$ cat config.mk
export PLATFORM = sky130hd
export DESIGN_NAME = lssv_outq
export DESIGN_NICKNAME = d
export VERILOG_FILES = /design/src/rtl/core/lssv_pkg.sv /design/src/rtl/core/lssv_outq.sv
export SDC_FILE = /design/constraint.sdc
export NUM_CORES = 1
export LEC_CHECK = 0
export ABC_AREA = 1
export BUFFER_PORTS_ARGS = -buffer_cell sky130_fd_sc_hd__buf_2
export CAP_MARGIN = 15
export CORE_UTILIZATION = 52
export DETAILED_ROUTE_END_ITERATION = 8
export PLACE_DENSITY = 0.88
export SLEW_MARGIN = 20
export SYNTH_ARGS = -nofsm -noshare
export SYNTH_HDL_FRONTEND = slang
export SYNTH_SLANG_ARGS = --single-unit
export TNS_END_PERCENT = 1
$ cat constraint.sdc
create_clock -name i_clk -period 2.5 [get_ports i_clk]
set_input_delay 0.5 -clock i_clk [delete_from_list [all_inputs] [get_ports i_clk]]
set_output_delay 0.5 -clock i_clk [all_outputs]
set_load 0.01 [all_outputs]
$ cat src/rtl/core/lssv_pkg.sv
// Shared types, constants and kernel math for the looped sinc sample voice.
// No dependencies; every other file in rtl/core imports this package.
`default_nettype none

package lssv_pkg;

    localparam int SMP_W = 16;
    localparam int WT_W  = 32;
    localparam int IDX_W = 17;

    localparam logic [63:0] Q30_ONE     = 64'd1073741824;
    localparam logic [63:0] HALF_PI_Q30 = 64'd1686629713;
    localparam logic [63:0] PI_Q16      = 64'd205887;

    localparam logic signed [SMP_W-1:0] OUT_MAX = 16'sh7fff;
    localparam logic signed [SMP_W-1:0] OUT_MIN = 16'sh8000;

    // register indexes on the configuration port
    localparam logic [1:0] REG_SAMPLE_LENGTH = 2'd0;
    localparam logic [1:0] REG_LOOP_BEGIN    = 2'd1;
    localparam logic [1:0] REG_LOOP_FINISH   = 2'd2;

    typedef enum logic [1:0] {
        REQ_WRITE = 2'd0,
        REQ_START = 2'd1,
        REQ_TICK  = 2'd2,
        REQ_NOP   = 2'd3
    } t_req;

    typedef struct packed {
        t_req                     kind;
        logic [15:0]              addr;
        logic signed [SMP_W-1:0]  value;
        logic [19:0]              step;
    } t_cmd;

    typedef struct packed {
        logic [16:0] sample_length;
        logic [15:0] loop_begin;
        logic [16:0] loop_finish;
    } t_cfg;

    typedef enum logic [2:0] {
        ST_IDLE,
        ST_WRAP,
        ST_SETUP,
        ST_PREP,
        ST_TAPS,
        ST_CHECK,
        ST_DIV,
        ST_EMIT
    } t_bstate;

    // sin of u/65536 quarter turn, Q30, clamped to 1.0
    function automatic logic [63:0] f_quarter_sine(input logic [63:0] u);
        logic [63:0] th;
        logic [63:0] t2;
        logic [63:0] acc;
        logic [63:0] r;
        th  = (u * HALF_PI_Q30) >> 16;
        t2  = (th * th) >> 30;
        acc = Q30_ONE - t2 / 64'd110;
        acc = Q30_ONE - ((t2 * acc) >> 30) / 64'd72;
        acc = Q30_ONE - ((t2 * acc) >> 30) / 64'd42;
        acc = Q30_ONE - ((t2 * acc) >> 30) / 64'd20;
        acc = Q30_ONE - ((t2 * acc) >> 30) / 64'd6;
        r   = (th * acc) >> 30;
        if (r > Q30_ONE) begin
            r = Q30_ONE;
        end
        return r;
    endfunction

    // sin of an angle in 2^-18 turn units, Q30 signed
    function automatic logic signed [63:0] f_turn_sine(input logic [63:0] a);
        logic [1:0]  q;
        logic [15:0] r;
        logic [63:0] mag;
        q   = a[17:16];
        r   = a[15:0];
        mag = q[0] ? f_quarter_sine(64'd65536 - 64'(r)) : f_quarter_sine(64'(r));
        return q[1] ? -$signed(mag) : $signed(mag);
    endfunction

endpackage

`default_nettype wire

$ cat src/rtl/core/lssv_outq.sv
// Two-entry result queue between the back end and the output ports.
// Depends on lssv_pkg.
`default_nettype none

module lssv_outq import lssv_pkg::*; (
    input  wire logic                    i_clk,
    input  wire logic                    i_rst_n,
    input  wire logic                    i_push,
    input  wire logic signed [SMP_W-1:0] i_data,
    output logic                         o_full,
    output logic                         o_empty,
    input  wire logic                    i_pop,
    output logic signed [SMP_W-1:0]      o_data
);

    logic signed [SMP_W-1:0] r_q [2];
    logic       r_wp;
    logic       r_rp;
    logic [1:0] r_cnt;
    logic       w_in;
    logic       w_out;

    assign o_full  = (r_cnt == 2'd2);
    assign o_empty = (r_cnt == 2'd0);
    assign o_data  = r_q[r_rp];
    assign w_in    = i_push && !o_full;
    assign w_out   = i_pop && !o_empty;

    always_ff @(posedge i_clk) begin
        if (!i_rst_n) begin
            r_wp  <= 1'b0;
            r_rp  <= 1'b0;
            r_cnt <= 2'd0;
        end else begin
            if (w_in) begin
                r_wp <= !r_wp;
            end
            if (w_out) begin
                r_rp <= !r_rp;
            end
            r_cnt <= r_cnt + 2'(w_in) - 2'(w_out);
        end
    end

    always_ff @(posedge i_clk) begin
        if (w_in) begin
            r_q[r_wp] <= i_data;
        end
    end

endmodule

`default_nettype wire

==> summary.md, run 1 <==
| Metric | Value |
|---|---|
| Clock insertion delay at the later pin of the skew report | just over 0.3 ns |
| Total overflow reported by the global router | 0 |
| Port Buffer Count | 37 |
| Net count of the mapped netlist | 110 |
| Class of the most critical setup path | flip-flop to output pin |
| Antenna-violating nets left | 0 |
| FF-to-FF path depth | 10 |
| Sw power | approximately 460 uW |
| Relative contribution of the clock network to total power | 17.2% |
| Setup slack on the worst flop-to-flop path | roughly 0.89 ns |
| Per-cell routed wire length | ~13 um |
| TritonCTS clock tree | done |
| Via count of the first global-routing pass | around 800 |
| Clock H-tree levels | 2 |
| Seq pwr share | roughly 52% |
| Post-Route Setup TNS | 0 ns |
| DRC violation count after routing | 0 |
| CP Buf/Inv Count | 2 |
| Initial core utilization | between 50% and 60% |
| Slowest cell delay on critical path | ~0.44 ns |
| Total number of vias | roughly 800 |
| Routability-driven placement congestion ratio | 0.5846 |
| Synthesized area per cell | 16.56 um2 |
| Design internal power | roughly 1100 uW |
| Placeable core region | between 0.002 and 0.003 mm2 |
| Initial antenna violation count | 0 |
| Minimum period implied by the final worst setup slack | roughly 2.0 ns |
| Cells after synthesis | 88 |
| FF-to-FF Start | r_cnt[0] |
| Number of maximum-capacitance violations | 0 |
| Worst-Margin Slew | roughly 0.6 ns |
| Area growth from synthesis to layout | 17.51% |
| Slowest cell on the critical path | dfxtp_1 |
| Largest net degree at the start of global routing | 17 |
| Cell-by-cell trace of the critical path | buf_4 > mux2_2 > buf_2 |
| Combinational group share of total power | 31.2% |
| Count of synthesis-stage warnings from yosys | 0 |
| Cell taking the most area after synthesis | edfxtp_1 |
| Status | completed |
| Clock Path Buffers | 2 |
| Final HPWL from detailed placement | 1613 um |
| RSZ-0062 raised after global routing | false |
| LEAKAGE | about 0.00073 uW |
| Worst hold-check path type | primary input to flip-flop |
| Final standard cell area without fillers | between 0.0015 and 0.002 mm2 |
| Vias/cell | between 4 and 5 |
| CTS clock-pin slew for the worst setup and hold paths | roughly 0.1 ns |
| Number of buffers inserted by post-CTS setup repair | 0 |
| First DRT Iteration DRCs | 7 |
| Capture point of the worst path | o_data[2] |
| Full die area | ~0.0030 mm2 |
| Finish-stage setup viols | 0 |
| Top Ports | 38 |
| Endpoints failing hold | 0 |
| Number of placement rows | 18 |
| Clock root buffer | clkbuf_4 |
| Worst clock skew | between 0.005 and 0.006 ns |
| Sequential area share after synthesis | between 70% and 80% |
| Capture instance of the worst register-to-register path | r_cnt[1] |
| Element type at the critical path start | flip-flop |
| Share of layout cells above drive strength 1 | 45.11% |
| Worst max-slew margin expressed relative to the limit | between 50% and 60% |
| Synth top area cells | edfxtp_1 (66%), mux2_4 (10%), dfxtp_1 (6.9%), mux2_2 (4.6%), inv_1 (2.3%) |
| Share of the clock period used by the worst path after layout | about four fifths |
| Arrival time worst endpoint | between 1.5 and 2 ns |
| Stages on worst setup path | 3 |
| Number of max-slew violations in the final report | 0 |
| Number of nets in the finished design | 154 |
| Critical-path maximum fanout | 12 |
| Dpl cell area | approximately 0.0017 mm2 |
| WP data required | roughly 2.0 ns |
| WL final | about 2100 um |
| Clock sink count | 37 |
| Distinct cell type count of the synthesized netlist | 12 |
| Die width | ~55 um |
| Maximum clock rate | 0.4928 GHz |
| Synth top area share | 65.92% |
| Critical path's top delay family | flip-flops |
| Number of clock buffers inserted by TritonCTS | 5 |
| Syn Std Cell Area | approximately 0.0015 mm2 |
| Net Sw Frac | about 29% |
| Number of detailed-routing iterations run before antenna repair | 4 |
| CTS-repair resized insts | 0 |
| Type of destination of the critical path | output pin |
| Flop and latch count out of synthesis | 37 |
| Quantity of hold-fixing buffers added after cts | 0 |
| Global-route wire length before repair | roughly 3200 um |
| Power density over the cells | around 940 mW/mm2 |
| Worst voltage drop across the vdd grid | 0.6978 mV |
| Global Route Usage Sum | roughly 17% |
| N_diodes | 0 |
| Die height | ~55 um |
layout by cell type (no fill, tap or decap), types with 3 or more instances in the layout:
cell and n:
buf_2 37, edfxtp_1 32, mux2_4 10, inv_1 9, nand2_1 9, nor2_1 8, mux2_2 6, dfxtp_1 5
clkbuf_4 5, nand3_1 3, clkbuf_1 3
cells by family (layout without fill, tap and decap cells):
kind of cell | after synthesis | after routing | share of synthesized area [%]
adder cells (fa/ha/maj) | 2 | 2 | 1.716
AND/OR/NAND/NOR | 20 | 20 | 5.407
AO/OA/AOI/OAI | 2 | 2 | 0.6867
multiplexers | 16 | 16 | 14.94
flip-flops | 37 | 37 | 72.79
buffers and inverters | 11 | 56 | 4.463
cell type report:
| class | count | area [um2] |
|---|---|---|
| Multi-Input combinational cell | 40 | 331.6 |
| Sequential cell | 37 | 1061 |
| Fill cell | 201 | 854.6 |
| Tap cell | 30 | 37.54 |
| Timing Repair Buffer | 39 | 200.2 |
| Clock buffer | 8 | 48.80 |
| Inverter | 9 | 33.78 |
layer usage:
metal  vias to the layer above  GRT usage, %  wire length [um]
met5                         -             0                 0
met4                         0         9.167                17
met3                         2         6.011               152
met2                        27         29.32              1148
met1                       364         16.82               781
li1                        402             -                 -
state kept, by name, summed over array words and instances, names as in the netlist, named ones only:
signal / count
r_q: 32
r_cnt: 2
r_rp: 1
r_wp: 1
power groups by stage:
stage / registers, uW / logic (uW) / clock network (uW)
after global routing: 840 / 557 / 316
after global placement: 837 / 486 / 0
after floorplan: 828 / 376 / 0
after CTS: 831 / 510 / 285
final: 830 / 500 / 275
after detailed placement: 846 / 508 / 0
cell usage after synthesis:
cell       n
nand3_1    3
dfxtp_1    5
nor2_1     8
ha_1       2
mux2_2     6
a21oi_1    2
buf_6      1
mux2_4    10
inv_1      9
edfxtp_1  32
nand2_1    9
buf_12     1
stage by stage:
| stage | cells | worst slack, ns | power [uW] | util, % | hold WS, ns |
|---|---|---|---|---|---|
| after CTS | 163 | 0.4401 | 1626 | 66.72 | 0.3558 |
| after global routing | 163 | 0.3693 | 1713 | 66.72 | 0.3431 |
| after detailed placement | 155 | 0.7981 | 1354 | 64.81 | 0.5093 |
| final | 163 | 0.4708 | 1605 | 66.72 | 0.3685 |
| after global placement | 155 | 0.8465 | 1322 | 64.81 | 0.4859 |
| after floorplan | 88 | 0.8497 | 1205 | - | 0.4675 |
worst min-delay path by stage:
stage,from,to,slack [ns],depth (start not counted)
2_1_floorplan,r_rp,flip-flop,0.47,2
3_3_place_gp,r_rp,r_rp,0.49,2
4_1_cts,i_data[7],r_q[0][7],0.36,1
5_1_grt,i_data[10],r_q[0][10],0.34,1
6_report,i_data[7],r_q[0][7],0.37,1
3_5_place_dp,r_rp,r_rp,0.51,2
No activity file was read; power rests on OpenSTA's default activity.
==> run 2, diff against run 1 <==
--- a/config.mk
+++ b/config.mk
@@ -8,9 +8,9 @@
 export ABC_AREA = 1
 export BUFFER_PORTS_ARGS = -buffer_cell sky130_fd_sc_hd__buf_2
 export CAP_MARGIN = 15
-export CORE_UTILIZATION = 52
+export CORE_UTILIZATION = 51
 export DETAILED_ROUTE_END_ITERATION = 8
-export PLACE_DENSITY = 0.88
+export PLACE_DENSITY = 0.86
 export SLEW_MARGIN = 20
 export SYNTH_ARGS = -nofsm -noshare
 export SYNTH_HDL_FRONTEND = slang
==> constraint.sdc (replaced) <==
create_clock -name i_clk -period 1.95 [get_ports i_clk]
set_input_delay 0.39 -clock i_clk [delete_from_list [all_inputs] [get_ports i_clk]]
set_output_delay 0.39 -clock i_clk [all_outputs]
set_load 0.01 [all_outputs]
==> summary.md, run 2 (synthesis results as in run 1) <==
| Metric | Value |
|---|---|
| Status | completed |
| LEAKAGE | 0.0007694 uW (+5.9%) |
| RSZ-0062 raised after global routing | false |
| Worst clock skew | 0.007615 ns (+0.002505 ns) |
| Endpoints failing hold | 0 (unchanged) |
| Die height | 55.46 um (+0.94%) |
| Minimum period implied by the final worst setup slack | 1.770 ns |
| TritonCTS clock tree | done |
| Largest register FFs | 32 (unchanged) |
| Port Buffer Count | 37 (unchanged) |
| Die width | 55.46 um (+0.94%) |
| CTS clock-pin slew for the worst setup and hold paths | 0.11 ns (about the same) |
| Antenna-violating nets left | 0 (unchanged) |
| Total overflow reported by the global router | 0 (unchanged) |
| Class of the most critical setup path | flip-flop to output pin |
| Number of detailed-routing iterations run before antenna repair | 4 (unchanged) |
| Clock insertion delay at the later pin of the skew report | 0.33 ns (+0.02 ns) |
| Placeable core region | 0.002734 mm2 (+6.5%) |
| Power density over the cells | 1318 mW/mm2 (+41%) |
| Global-route wire length before repair | 3601 um (+11%) |
| Fin util | 65.72% (-0.99 points) |
| Number of maximum-capacitance violations | 0 (unchanged) |
| Worst-Margin Slew | 0.2951 ns (-0.3137 ns) |
| First DRT Iteration DRCs | 5 (-2) |
| WL final | 2209 um (+5.2%) |
| Largest registers in the final layout | r_q (32), r_cnt (2) |
| Clock Path Buffers | 2 (unchanged) |
| Worst max-slew margin expressed relative to the limit | 80.31% (+21 points) |
| CTS-repair resized insts | 0 (unchanged) |
| Initial antenna violation count | 0 (unchanged) |
| Share of the clock period used by the worst path after layout | 90.77% |
| Register with the highest flop count | r_q |
| Number of max-slew violations in the final report | 0 (unchanged) |
| Post-Route Setup TNS | 0 ns (unchanged) |
| Worst voltage drop across the vdd grid | 1.126 mV (+61%) |
| Maximum clock rate | 0.5650 GHz |
| Number of clock buffers inserted by TritonCTS | 5 (unchanged) |
| Via count of the first global-routing pass | 823 (+3.1%) |
| Vias/cell | 4.940 (+1.3%) |
| Routability-driven placement congestion ratio | 0.6700 (+15%) |
| Full die area | 0.003076 mm2 (+1.9%) |
| WP data required | 1.56 ns (-0.44 ns) |
| Largest net degree at the start of global routing | 13 (-4) |
| Clock root buffer | clkbuf_4 |
| Clock sink count | 37 (unchanged) |
| Arrival time worst endpoint | 1.38 ns (-0.15 ns) |
| Number of placement rows | 19 (+1) |
| Quantity of hold-fixing buffers added after cts | 0 (unchanged) |
| Type of destination of the critical path | output pin |
| Number of buffers inserted by post-CTS setup repair | 0 (unchanged) |
| DRC violation count after routing | 0 (unchanged) |
| Number of nets in the finished design | 156 (+1.3%) |
| Area growth from synthesis to layout | 23.26% |
| Per-cell routed wire length | 13.31 um (+3.3%) |
| Global Route Usage Sum | 16.17% (-0.42 points) |
| Most frequent standard cell in the layout excluding fill and tap cells | buf_2 |
| Final HPWL from detailed placement | 1687 um (+4.6%) |
| Finish-stage setup viols | 0 (unchanged) |
| Clock H-tree levels | 2 (unchanged) |
| N_diodes | 0 (unchanged) |
| Most used cells in the layout excluding fill and tap cells | buf_2 (37), edfxtp_1 (32), mux2_4 (10) |
| Top Ports | 38 (unchanged) |
| Pwr Total | 2368 uW (+48%) |
| Worst hold-check path type | primary input to flip-flop |
| Share of layout cells above drive strength 1 | 48.89% (+3.8 points) |
| Critical-path maximum fanout | 10 (-2) |
| Initial core utilization | 53.32% (-3.5 points) |
| Total number of vias | 820 (+3.1%) |
| Element type at the critical path start | flip-flop |
[run 2: cell types whose count changed in the layout (fill, tap and decap cells not counted)]
| cell | previous run | this run |
|---|---|---|
| dfxtp_2 | 0 | 1 |
| bufinv_16 | 0 | 2 |
| dfxtp_1 | 5 | 4 |
| buf_12 | 0 | 1 |
| clkinv_2 | 0 | 1 |
| clkbuf_1 | 3 | 0 |
| buf_4 | 2 | 3 |
[run 2: path summary, 6_finish.rpt]
check	start	end	slack, ns	cells after the start
worst max register to register	r_cnt[0]	r_cnt[1]	0.39	10
worst max-delay path	flip-flop	o_data[7]	0.18	3
worst min-delay path	i_data[2]	r_q[0][2]	0.24	1
worst min register to register	r_wp	r_wp	0.53	2
[run 2: layout make-up]
cell class / instances / area (um2)
flip-flops and latches: 37 / 1062
fillers: 204 / 937.1
multi-input cells: 40 / 331.6
repair buffers: 41 / 227.7
clock inverters: 3 / 65.06
well taps: 31 / 38.79
clock buffers: 5 / 37.54
inverters: 9 / 33.78
[run 2: routing by layer]
layer | share of wire [%] | GRT usage (%)
met4 | 0.59 | 6.429
met2 | 52 | 27.19
met1 | 39 | 17.04
met5 | 0 | 0
met3 | 7.6 | 8.431
[run 2: critical path: stages, from the launching register on]
cell and delay, ns:
dfxtp_2 0.44, buf_12 0.17, mux2_4 0.30, buf_2 0.14
[run 2: where the power goes]
group	switching [uW]	total, uW	internal (uW)
logic	324	659	335
registers	64.0	1080	1010
clock network	237	634	397
[run 2: stage by stage]
stage	setup slack (ns)	cells	hold slack (ns)	area, um2
2_1_floorplan	0.3082	88	0.4675	1458
3_3_place_gp	0.4298	158	0.4918	1693
3_5_place_dp	0.3867	158	0.5109	1693
4_1_cts	0.03448	166	0.2261	1795
5_1_grt	0.08755	166	0.2065	1797
6_report	0.1800	166	0.2425	1797
