File: config.mk
export PLATFORM = sky130hd
export DESIGN_NAME = lssv_front
export DESIGN_NICKNAME = d
export VERILOG_FILES = /design/src/rtl/core/lssv_pkg.sv /design/src/rtl/core/lssv_front.sv
export SDC_FILE = /design/constraint.sdc
export NUM_CORES = 1
export LEC_CHECK = 0
export ABC_CLOCK_PERIOD_IN_PS = 4300
export BUFFER_PORTS_ARGS = -buffer_cell sky130_fd_sc_hd__buf_2
export CELL_PAD_IN_SITES_DETAIL_PLACEMENT = 0
export CELL_PAD_IN_SITES_GLOBAL_PLACEMENT = 1
export CORE_UTILIZATION = 44
export DETAILED_ROUTE_END_ITERATION = 6
export PLACE_DENSITY = 0.84
export SLEW_MARGIN = 0
export SYNTH_ARGS = -nofsm -noshare
export SYNTH_HDL_FRONTEND = slang
export SYNTH_SLANG_ARGS = --single-unit
File: constraint.sdc
create_clock -name i_clk -period 4.3 [get_ports i_clk]
set_clock_uncertainty 0.05 [all_clocks]
set_input_delay 0.645 -clock i_clk [delete_from_list [all_inputs] [get_ports i_clk]]
set_output_delay 0.645 -clock i_clk [all_outputs]
set_load 0.005 [all_outputs]
File: src/rtl/core/lssv_pkg.sv
// Shared types, constants and kernel math for the looped sinc sample voice.
// No dependencies; every other file in rtl/core imports this package.
`default_nettype none

package lssv_pkg;

    localparam int SMP_W = 16;
    localparam int WT_W  = 32;
    localparam int IDX_W = 17;

    localparam logic [63:0] Q30_ONE     = 64'd1073741824;
    localparam logic [63:0] HALF_PI_Q30 = 64'd1686629713;
    localparam logic [63:0] PI_Q16      = 64'd205887;

    localparam logic signed [SMP_W-1:0] OUT_MAX = 16'sh7fff;
    localparam logic signed [SMP_W-1:0] OUT_MIN = 16'sh8000;

    // register indexes on the configuration port
    localparam logic [1:0] REG_SAMPLE_LENGTH = 2'd0;
    localparam logic [1:0] REG_LOOP_BEGIN    = 2'd1;
    localparam logic [1:0] REG_LOOP_FINISH   = 2'd2;

    typedef enum logic [1:0] {
        REQ_WRITE = 2'd0,
        REQ_START = 2'd1,
        REQ_TICK  = 2'd2,
        REQ_NOP   = 2'd3
    } t_req;

    typedef struct packed {
        t_req                     kind;
        logic [15:0]              addr;
        logic signed [SMP_W-1:0]  value;
        logic [19:0]              step;
    } t_cmd;

    typedef struct packed {
        logic [16:0] sample_length;
        logic [15:0] loop_begin;
        logic [16:0] loop_finish;
    } t_cfg;

    typedef enum logic [2:0] {
        ST_IDLE,
        ST_WRAP,
        ST_SETUP,
        ST_PREP,
        ST_TAPS,
        ST_CHECK,
        ST_DIV,
        ST_EMIT
    } t_bstate;

    // sin of u/65536 quarter turn, Q30, clamped to 1.0
    function automatic logic [63:0] f_quarter_sine(input logic [63:0] u);
        logic [63:0] th;
        logic [63:0] t2;
        logic [63:0] acc;
        logic [63:0] r;
        th  = (u * HALF_PI_Q30) >> 16;
        t2  = (th * th) >> 30;
        acc = Q30_ONE - t2 / 64'd110;
        acc = Q30_ONE - ((t2 * acc) >> 30) / 64'd72;
        acc = Q30_ONE - ((t2 * acc) >> 30) / 64'd42;
        acc = Q30_ONE - ((t2 * acc) >> 30) / 64'd20;
        acc = Q30_ONE - ((t2 * acc) >> 30) / 64'd6;
        r   = (th * acc) >> 30;
        if (r > Q30_ONE) begin
            r = Q30_ONE;
        end
        return r;
    endfunction

    // sin of an angle in 2^-18 turn units, Q30 signed
    function automatic logic signed [63:0] f_turn_sine(input logic [63:0] a);
        logic [1:0]  q;
        logic [15:0] r;
        logic [63:0] mag;
        q   = a[17:16];
        r   = a[15:0];
        mag = q[0] ? f_quarter_sine(64'd65536 - 64'(r)) : f_quarter_sine(64'(r));
        return q[1] ? -$signed(mag) : $signed(mag);
    endfunction

endpackage

`default_nettype wire

File: src/rtl/core/lssv_front.sv
// Front end: takes requests, drops no-ops and out-of-range writes, queues the rest.
// Depends on lssv_pkg.
`default_nettype none

module lssv_front import lssv_pkg::*; #(
    parameter int SAMPLE_DEPTH = 65536
) (
    input  wire logic                    i_clk,
    input  wire logic                    i_rst_n,
    input  wire logic                    i_push,
    input  wire logic [1:0]              i_req_type,
    input  wire logic [15:0]             i_sample_addr,
    input  wire logic signed [SMP_W-1:0] i_sample_value,
    input  wire logic [19:0]             i_phase_step,
    output logic                         o_full,
    output logic                         o_cmd_valid,
    output t_cmd                         o_cmd,
    input  wire logic                    i_cmd_take
);

    t_cmd       r_q [2];
    logic       r_wp;
    logic       r_rp;
    logic [1:0] r_cnt;

    t_req w_kind;
    logic w_keep;
    logic w_in;
    logic w_out;

    assign w_kind = t_req'(i_req_type);
    assign w_keep = (w_kind != REQ_NOP) &&
                    !((w_kind == REQ_WRITE) && ({1'b0, i_sample_addr} >= 17'(SAMPLE_DEPTH)));
    assign o_full      = (r_cnt == 2'd2);
    assign o_cmd_valid = (r_cnt != 2'd0);
    assign o_cmd       = r_q[r_rp];
    assign w_in        = i_push && !o_full && w_keep;
    assign w_out       = i_cmd_take && o_cmd_valid;

    always_ff @(posedge i_clk) begin
        if (!i_rst_n) begin
            r_wp  <= 1'b0;
            r_rp  <= 1'b0;
            r_cnt <= 2'd0;
        end else begin
            if (w_in) begin
                r_wp <= !r_wp;
            end
            if (w_out) begin
                r_rp <= !r_rp;
            end
            r_cnt <= r_cnt + 2'(w_in) - 2'(w_out);
        end
    end

    always_ff @(posedge i_clk) begin
        if (w_in) begin
            r_q[r_wp] <= '{kind: w_kind, addr: i_sample_addr,
                           value: i_sample_value, step: i_phase_step};
        end
    end

endmodule

`default_nettype wire

==> metrics.cfg, run 1 <==
[logic_synthesis]
yosysUniqueCellTypes = 18
syn_inst = 194
syn_area_sq_um = 4410
netlist.top_cell.by_area = edfxtp_1
syn-num-nets = 254
synth_area_leaders = edfxtp_1 (74%), mux2_4 (17%), buf_12 (2.3%)
synth.avg_cell_area_sq_um = 22.7
yosysTopAreaCellShare = 0.735
synth_warnings = 0
yosysSeqAreaShare = 0.758
ys_seq_elements = 113

[run_status]
status = complete, no violations

[placement]
gp_congestion = 0.649
place_hpwl_mm = 4.71
portBuffers = 113
pre_cts_slack_ps = 1970

[worst_setup_path]
path_class = reg2out
crit_slowest_cell = dfxtp_4
worstPathRequired_ps = 3610
crit_family = flip-flops
cpPeakStageDelay_ps = 980
end_kind = output pin
path_cells = mux2_2, buf_2
crit_buf_inv = 1
crit_fanout = 54
arrival_ps = 2060
critPathLaunchType = flop

[grt]
grt_pass1_vias = 2196
track_usage = 0.145
grt_max_degree = 55
grt_pass1_wl_mm = 10.7
globalRouteOverflowTotal = 0
antenna_found_initial = 1

[pwr]
p_leak_uw = 0.00227
max-vdd-ir-drop_mv = 0.266
power_density_nw_per_um2 = 630

[route]
viasPerCell = 4.56
via_count = 2137
final_antenna_net_count = 0
wl_met3_um = 453
wl_met2_mm = 3.62
drt-initial-drc-count = 59
drcViolationCount = 0
firstDrtPassIters = 4
met1_length_mm = 2.95
top_layer = met4
drt_wl_total_mm = 7.06
detail_route.wl_per_cell_um = 15.0

[floorplan]
io_pins = 114
start_util = 0.453
rows = 36
die_h_um = 102
die_w_um = 102
core-area_sq_um = 9730
dieArea_sq_um = 10400

[job]
max-cap-violations = 0

[clocking]
postCtsSetupRepairBufs = 0
clock_path_buffers = 2
htreeDepth = 4
numCtsBuffers = 17
cts_tree = done
cts-root-buf = clkbuf_8
clkLatencyLatePin_ps = 480
cts_sinks = 113
hold_buffers = 0
cts_resized = 0
cts.clk_slew.worst_paths_ps = 50

[timing]
tightest_slew_ps = 1010
fmax_ghz = 0.362
finalMaxSlewViolations = 0
worst_slack_ps = 1540
relSlewSlack = 0.325
fin_setup_tns_ps = 0
fin_crit_ps = 2760
rsz0062_at_grt = false
finalCritPeriodShare = 0.642
finalHoldViolations = 0
setup_viol = 0

[cells_and_area]
final_cell_mix = buf_2 (113), edfxtp_1 (108), mux2_4 (50)
syn_to_final_growth_pct = 29.6
drive_above_1_share = 0.604
diodes = 0
final_common_cell = buf_2
fin_nets = 384

[min_path]
hold_path_class = in2reg

where the power goes:
part / total (uW) / leakage, uW / internal (uW) / switching (uW)
Sequential: 1480 / 0.00104 / 1360 / 128
Clock: 1480 / 0.000305 / 1040 / 430
Combinational: 642 / 0.000919 / 413 / 229
Total: 3600 / 0.00227 / 2810 / 788
cells in the mapped netlist (all sizes together):
library cell and number:
o21a 1, buf 6, nor2 2, xnor2 3
or2 1, ha 2, nor2b 3, edfxtp 108
nand3b 1, dfxtp 5, mux2i 1, mux2 54
inv 2, nand2 3, and2 2
area by class of cell:
class	count	area (sq um)
Tap cell	133	166
Clock buffer	18	418
Fill cell	789	4020
Timing Repair Buffer	117	596
Multi-Input combinational cell	73	963
Inverter	2	7.51
Sequential cell	113	3350
Clock inverter	13	216
final timing paths:
kind | startpoint | endpoint | slack, ps | cells past startpoint
hold / removal | i_phase_step[6] | r_q[0][6] | 300 | 1
setup / recovery | flop | o_cmd[0] | 1540 | 2
hold reg to reg | r_wp | r_wp | 460 | 2
setup reg to reg | r_cnt[1] | r_q[0][18] | 2340 | 4
sequential cells by signal (all words and copies together), names as in the netlist, named ones only:
name and count:
r_q 108, r_cnt 2, r_rp 1, r_wp 1
worst reg2reg max path: stages (launching register included):
cell,delay (ps)
dfxtp_1,350
nor2b_4,140
nand3b_4,210
nor2_4,450
buf_4,420
metal layers:
metal | vias up | global-route usage
met5 | - | 0
met1 | 1050 | 0.167
met2 | 66 | 0.241
met4 | 0 | 0.0560
met3 | 2 | 0.0629
li1 | 1019 | -
per-stage QoR:
stage,utilization,power [uW],instance area (sq um),hold WS (ps),std cells
6_report,0.587,3600,5710,301,469
5_1_grt,0.587,3770,5710,261,469
4_1_cts,0.587,3660,5710,270,469
3_5_place_dp,0.522,2160,5080,464,438
3_3_place_gp,0.522,2150,5080,440,438
2_1_floorplan,-,1960,4410,401,194
cell families (layout without fill, tap and decap cells):
group | after synthesis | after routing | synth area share
compound gates | 1 | 1 | 0.00170
fa+ha+maj | 2 | 2 | 0.00567
xor+xnor | 3 | 3 | 0.00596
simple gates | 12 | 12 | 0.0190
buf+inv | 8 | 150 | 0.0270
mux | 55 | 55 | 0.183
flops | 113 | 113 | 0.758
No activity file was read; power rests on OpenSTA's default activity.
==> run 2: changes to the inputs <==
--- a/config.mk
+++ b/config.mk
@@ -5,7 +5,7 @@
 export SDC_FILE = /design/constraint.sdc
 export NUM_CORES = 1
 export LEC_CHECK = 0
-export ABC_CLOCK_PERIOD_IN_PS = 4300
+export ABC_CLOCK_PERIOD_IN_PS = 2890
 export BUFFER_PORTS_ARGS = -buffer_cell sky130_fd_sc_hd__buf_2
 export CELL_PAD_IN_SITES_DETAIL_PLACEMENT = 0
 export CELL_PAD_IN_SITES_GLOBAL_PLACEMENT = 1
==> constraint.sdc (replaced) <==
create_clock -name i_clk -period 2.89 [get_ports i_clk]
set_clock_uncertainty 0.05 [all_clocks]
set_input_delay 0.4335 -clock i_clk [delete_from_list [all_inputs] [get_ports i_clk]]
set_output_delay 0.4335 -clock i_clk [all_outputs]
set_load 0.005 [all_outputs]
==> run 2 against run 1 <==
  * Cell count is 0.43% higher
  * Die area stayed put
  * Flip-flop and latch count stayed put
  * Global-route usage is 0.092 points lower
  * Clock power is 47% higher
  * Non-clock buffer count is 1 higher
  * Worst setup slack worse by 1100 ps
  * Hold slack worse by 240 ps
  * Routed wire length hardly changed
  * Cell area is 0.28% higher
  * Largest cell class unchanged
==> metrics.cfg, run 2 (synthesized netlist as in run 1, its figures left out) <==
[run_status]
status = complete, no violations

[worst_setup_path]
worstPathRequired_ps = 2410
path_class = reg2out
arrival_ps = 1930
regToRegStartpoint = r_cnt[1]
end_kind = output pin
crit_fanout = 33
critPathLaunchType = flop
reg2reg_depth = 8
reg2reg_to = r_cnt[1]
r2r_setup_slack_ps = 1120

[grt]
antenna_found_initial = 0
grt_max_degree = 34
track_usage = 0.144
globalRouteOverflowTotal = 0
grt_pass1_wl_mm = 10.6
grt_pass1_vias = 2170

[route]
final_antenna_net_count = 0
drcViolationCount = 0
viasPerCell = 4.56
via_count = 2149
firstDrtPassIters = 4
detail_route.wl_per_cell_um = 15.0
drt-initial-drc-count = 52
drt_wl_total_mm = 7.06

[placement]
dp.cells = 439
gp_congestion = 0.640
place_hpwl_mm = 4.55
pre_cts_slack_ps = 975
portBuffers = 113

[clocking]
postCtsSetupRepairBufs = 0
clkLatencyLatePin_ps = 500
cts_resized = 0
hold_buffers = 0
numCtsBuffers = 17
clock_path_buffers = 2
cts.clk_slew.worst_paths_ps = 60
cts-root-buf = clkbuf_8
htreeDepth = 4
cts_sinks = 113
cts_tree = done

[min_path]
min_delay_worst_endpoint = r_q[0][9]
hold_path_class = in2reg
hold_start = i_phase_step[9]
hold_path_depth = 1

[cells_and_area]
layout.cells.non_filler = 471
final_cell_mix = buf_2 (113), edfxtp_1 (108), mux2_4 (50)
fin_nets = 385
filler_cell_count = 775
syn_to_final_growth_pct = 29.9
top_register = r_q
multi_input_area_sq_um = 963
final_common_cell = buf_2
diodes = 0
largestRegisters = r_q: 108 flops, r_cnt: 2 flops
largest_register_ffs = 108
seq_area_sq_um = 3350
drive_above_1_share = 0.615

[timing]
finalHoldViolations = 0
finalCritPeriodShare = 0.835
tightest_slew_ps = 435
fmax_ghz = 0.414
worst_slack_ps = 477
setup_viol = 0
finalMaxSlewViolations = 0
rsz0062_at_grt = false
fin_setup_tns_ps = 0
fin_crit_ps = 2410
relSlewSlack = 0.710
fin_hold_ws_ps = 62.7

[pwr]
power_density_nw_per_um2 = 933
max-vdd-ir-drop_mv = 0.417
total_power_uw = 5350
p_leak_uw = 0.00227

[job]
max-cap-violations = 0

[floorplan]
io_pins = 114
start_util = 0.453
die_w_um = 102
die_h_um = 102
dieArea_sq_um = 10400
rows = 36
core-area_sq_um = 9730

[run 2: stage by stage]
step / instance area [sq um] / util
after global routing: 5730 / 0.589
after global placement: 5100 / 0.524
after floorplan: 4410 / -
final: 5730 / 0.589
after detailed placement: 5100 / 0.524
after CTS: 5730 / 0.589
[run 2: per-layer routing]
layer | vias up | global-route usage | wire length, um
met3 | 15 | 0.0602 | 487
met4 | 0 | 0.0824 | 119
li1 | 1020 | - | -
met1 | 1040 | 0.163 | 2890
met5 | - | 0 | 0
met2 | 74 | 0.232 | 3560
[run 2: how the worst max path moves through the flow]
stage / startpoint / depth (start not counted) / slack (ps) / end
detailed placement: flop / 3 / 970 / o_cmd[0]
finish: flop / 3 / 480 / o_cmd[0]
floorplan: i_req_type[0] / 3 / -520 / r_q[0][0]
CTS: flop / 3 / 430 / o_cmd[0]
global placement: flop / 3 / 980 / o_cmd[0]
global route: flop / 3 / 380 / o_cmd[0]
[run 2: layout make-up]
cell class,count,area share
flip-flops and latches,113,0.584
multi-input cells,73,0.168
repair buffers,118,0.107
clock buffers,17,0.0723
clock inverters,15,0.0378
well taps,133,0.0290
inverters,2,0.00131
[run 2: report_power, final]
group	switching (uW)	internal [uW]	leakage (uW)
clock network	703	1480	0.000299
logic	418	619	0.000927
registers	113	2020	0.00104
total	1230	4110	0.00227
[run 2: worst max-delay path, stage by stage (launching register included)]
cell     delay [ps]
dfxtp_4         600
buf_12          310
mux2_2          360
buf_2           120
==> run 3: changes to the inputs <==
--- a/config.mk
+++ b/config.mk
@@ -5,13 +5,13 @@
 export SDC_FILE = /design/constraint.sdc
 export NUM_CORES = 1
 export LEC_CHECK = 0
-export ABC_CLOCK_PERIOD_IN_PS = 2890
+export ABC_CLOCK_PERIOD_IN_PS = 2000
 export BUFFER_PORTS_ARGS = -buffer_cell sky130_fd_sc_hd__buf_2
 export CELL_PAD_IN_SITES_DETAIL_PLACEMENT = 0
 export CELL_PAD_IN_SITES_GLOBAL_PLACEMENT = 1
-export CORE_UTILIZATION = 44
+export CORE_UTILIZATION = 40
 export DETAILED_ROUTE_END_ITERATION = 6
-export PLACE_DENSITY = 0.84
+export PLACE_DENSITY = 0.81
 export SLEW_MARGIN = 0
 export SYNTH_ARGS = -nofsm -noshare
 export SYNTH_HDL_FRONTEND = slang
==> constraint.sdc (replaced) <==
create_clock -name i_clk -period 2 [get_ports i_clk]
set_clock_uncertainty 0.05 [all_clocks]
set_input_delay 0.3 -clock i_clk [delete_from_list [all_inputs] [get_ports i_clk]]
set_output_delay 0.3 -clock i_clk [all_outputs]
set_load 0.005 [all_outputs]
==> run 3 against run 2 <==
  * Count of clock-buffer cells in the layout is 2 higher
  * Cell area up 8.9%
  * Highest routed layer unchanged
  * First-iteration DRC count down 12%
  * Routed wire length increased by 9.3%
  * Sequential power increased by 42%
  * Combinational power up 69%
  * Die area grew 9.8%
  * Flip-flop and latch count unchanged
==> metrics.cfg, run 3 (synthesized netlist as in run 1, its figures left out) <==
[placement]
dp.cells = 443
portBuffers = 113
gp_congestion = 0.686
place_hpwl_mm = 4.69
pre_cts_slack_ps = 250

[worst_setup_path]
regToRegStartpoint = r_cnt[0]
arrival_ps = 1580
crit_buf_inv = 2
reg2reg_to = r_cnt[1]
cpPeakStageDelay_ps = 400
r2r_setup_slack_ps = 220
worstPathRequired_ps = 1650
path_class = reg2out
path_cells = buf_12, mux2_4, buf_6
end_kind = output pin
crit_family = flip-flops
reg2reg_depth = 8
crit_slowest_cell = dfxtp_4
cp.depth = 3
crit_fanout = 23
critPathLaunchType = flop

[cells_and_area]
largestRegisters = r_q: 108 flops, r_cnt: 2 flops
final_common_cell = buf_2
syn_to_final_growth_pct = 41.5
fin_nets = 443
final_core_util = 0.594
drive_above_1_share = 0.532
diodes = 0
largest_register_ffs = 108
layout.cells.non_filler = 531
top_register = r_q
final_cell_mix = buf_2 (111), edfxtp_1 (108), dlygate4sd3_1 (54)

[timing]
finalMaxSlewViolations = 0
setup_viol = 0
tightest_slew_ps = 350
worst_slack_ps = 71.2
relSlewSlack = 0.767
finalHoldViolations = 0
rsz0062_at_grt = false
fin_crit_ps = 1930
fmax_ghz = 0.518
fin_setup_tns_ps = 0
finalCritPeriodShare = 0.964

[clocking]
numCtsBuffers = 17
htreeDepth = 4
cts_sinks = 113
clkLatencyLatePin_ps = 490
clock_path_buffers = 2
cts-root-buf = clkbuf_8
cts_tree = done
cts.clk_slew.worst_paths_ps = 50

[floorplan]
start_util = 0.420
die_w_um = 107
rows = 37
core-area_sq_um = 10500
dieArea_sq_um = 11500
die_h_um = 107
io_pins = 114

[route]
via_count = 2357
drcViolationCount = 0
firstDrtPassIters = 3
final_antenna_net_count = 0
drt_wl_total_mm = 7.72
drt-initial-drc-count = 46
viasPerCell = 4.44
detail_route.wl_per_cell_um = 14.5

[pwr]
switching_share = 0.242
max-vdd-ir-drop_mv = 0.627
p_comb_frac = 0.239
clkPwrFrac = 0.350
power_density_nw_per_um2 = 1180
total_power_uw = 7350
seqPwrFrac = 0.411
p_int_uw = 5570
switchingPower_uw = 1780
p_leak_uw = 0.00248

[min_path]
hold_path_class = in2reg
hold_path_depth = 2
hold_start = i_rst_n
min_delay_worst_endpoint = r_cnt[0]

[grt]
grt_busiest_layer = met2
grt_pass1_vias = 2457
use_met2 = 0.251
grt_max_degree = 30
track_usage = 0.142
antenna_found_initial = 0
globalRouteOverflowTotal = 0
grtUsageMet1 = 0.154
grtUsageMet3 = 0.0468
grt_pass1_wl_mm = 11.9

[run_status]
status = complete, no violations

[job]
max-cap-violations = 0

-- run 3: routing by layer --
metal / routed length [um] / vias to the layer above
li1: - / 1139
met1: 3130 / 1129
met2: 4100 / 77
met3: 370 / 12
met4: 110 / 0
met5: 0 / -
-- run 3: worst max-delay path by stage --
stage                  start        end  slack [ps]
finish                  flop   o_cmd[5]          70
global route            flop  o_cmd[27]           2
global placement    r_cnt[1]   r_cnt[1]         290
floorplan           r_cnt[1]  r_q[0][0]        -510
CTS                     flop   o_cmd[9]          40
detailed placement  r_cnt[0]   r_cnt[1]         250
-- run 3: repair_timing --
item	CTS	global route
hold buffers	54	0
hold endpoints to repair	108	0
endpoints found under the setup margin	41	2
resized for setup	0	2
setup buffers	3	0
-- run 3: through the flow --
| stage | hold slack (ps) | instance area [sq um] |
|---|---|---|
| 5_1_grt | 25.6 | 6240 |
| 2_1_floorplan | 349 | 4420 |
| 3_3_place_gp | 437 | 5150 |
| 4_1_cts | 17.8 | 6230 |
| 3_5_place_dp | 441 | 5150 |
| 6_report | 46.3 | 6240 |
-- run 3: power by group through the flow --
stage               clock network [uW]  logic (uW)  registers, uW
global placement                     0        1590           3090
floorplan                            0        1180           3030
global route                      2760        1900           3050
CTS                               2640        1780           3020
finish                            2570        1760           3020
detailed placement                   0        1620           3110
-- run 3: area by class of cell --
| class | count | area, sq um |
|---|---|---|
| fill | 806 | 4270 |
| sequential | 113 | 3350 |
| timing repair buffer | 176 | 1240 |
| multi-input combinational | 73 | 963 |
| clock buffer | 19 | 422 |
| tap | 136 | 170 |
| clock inverter | 12 | 95.1 |
| inverter | 2 | 7.51 |
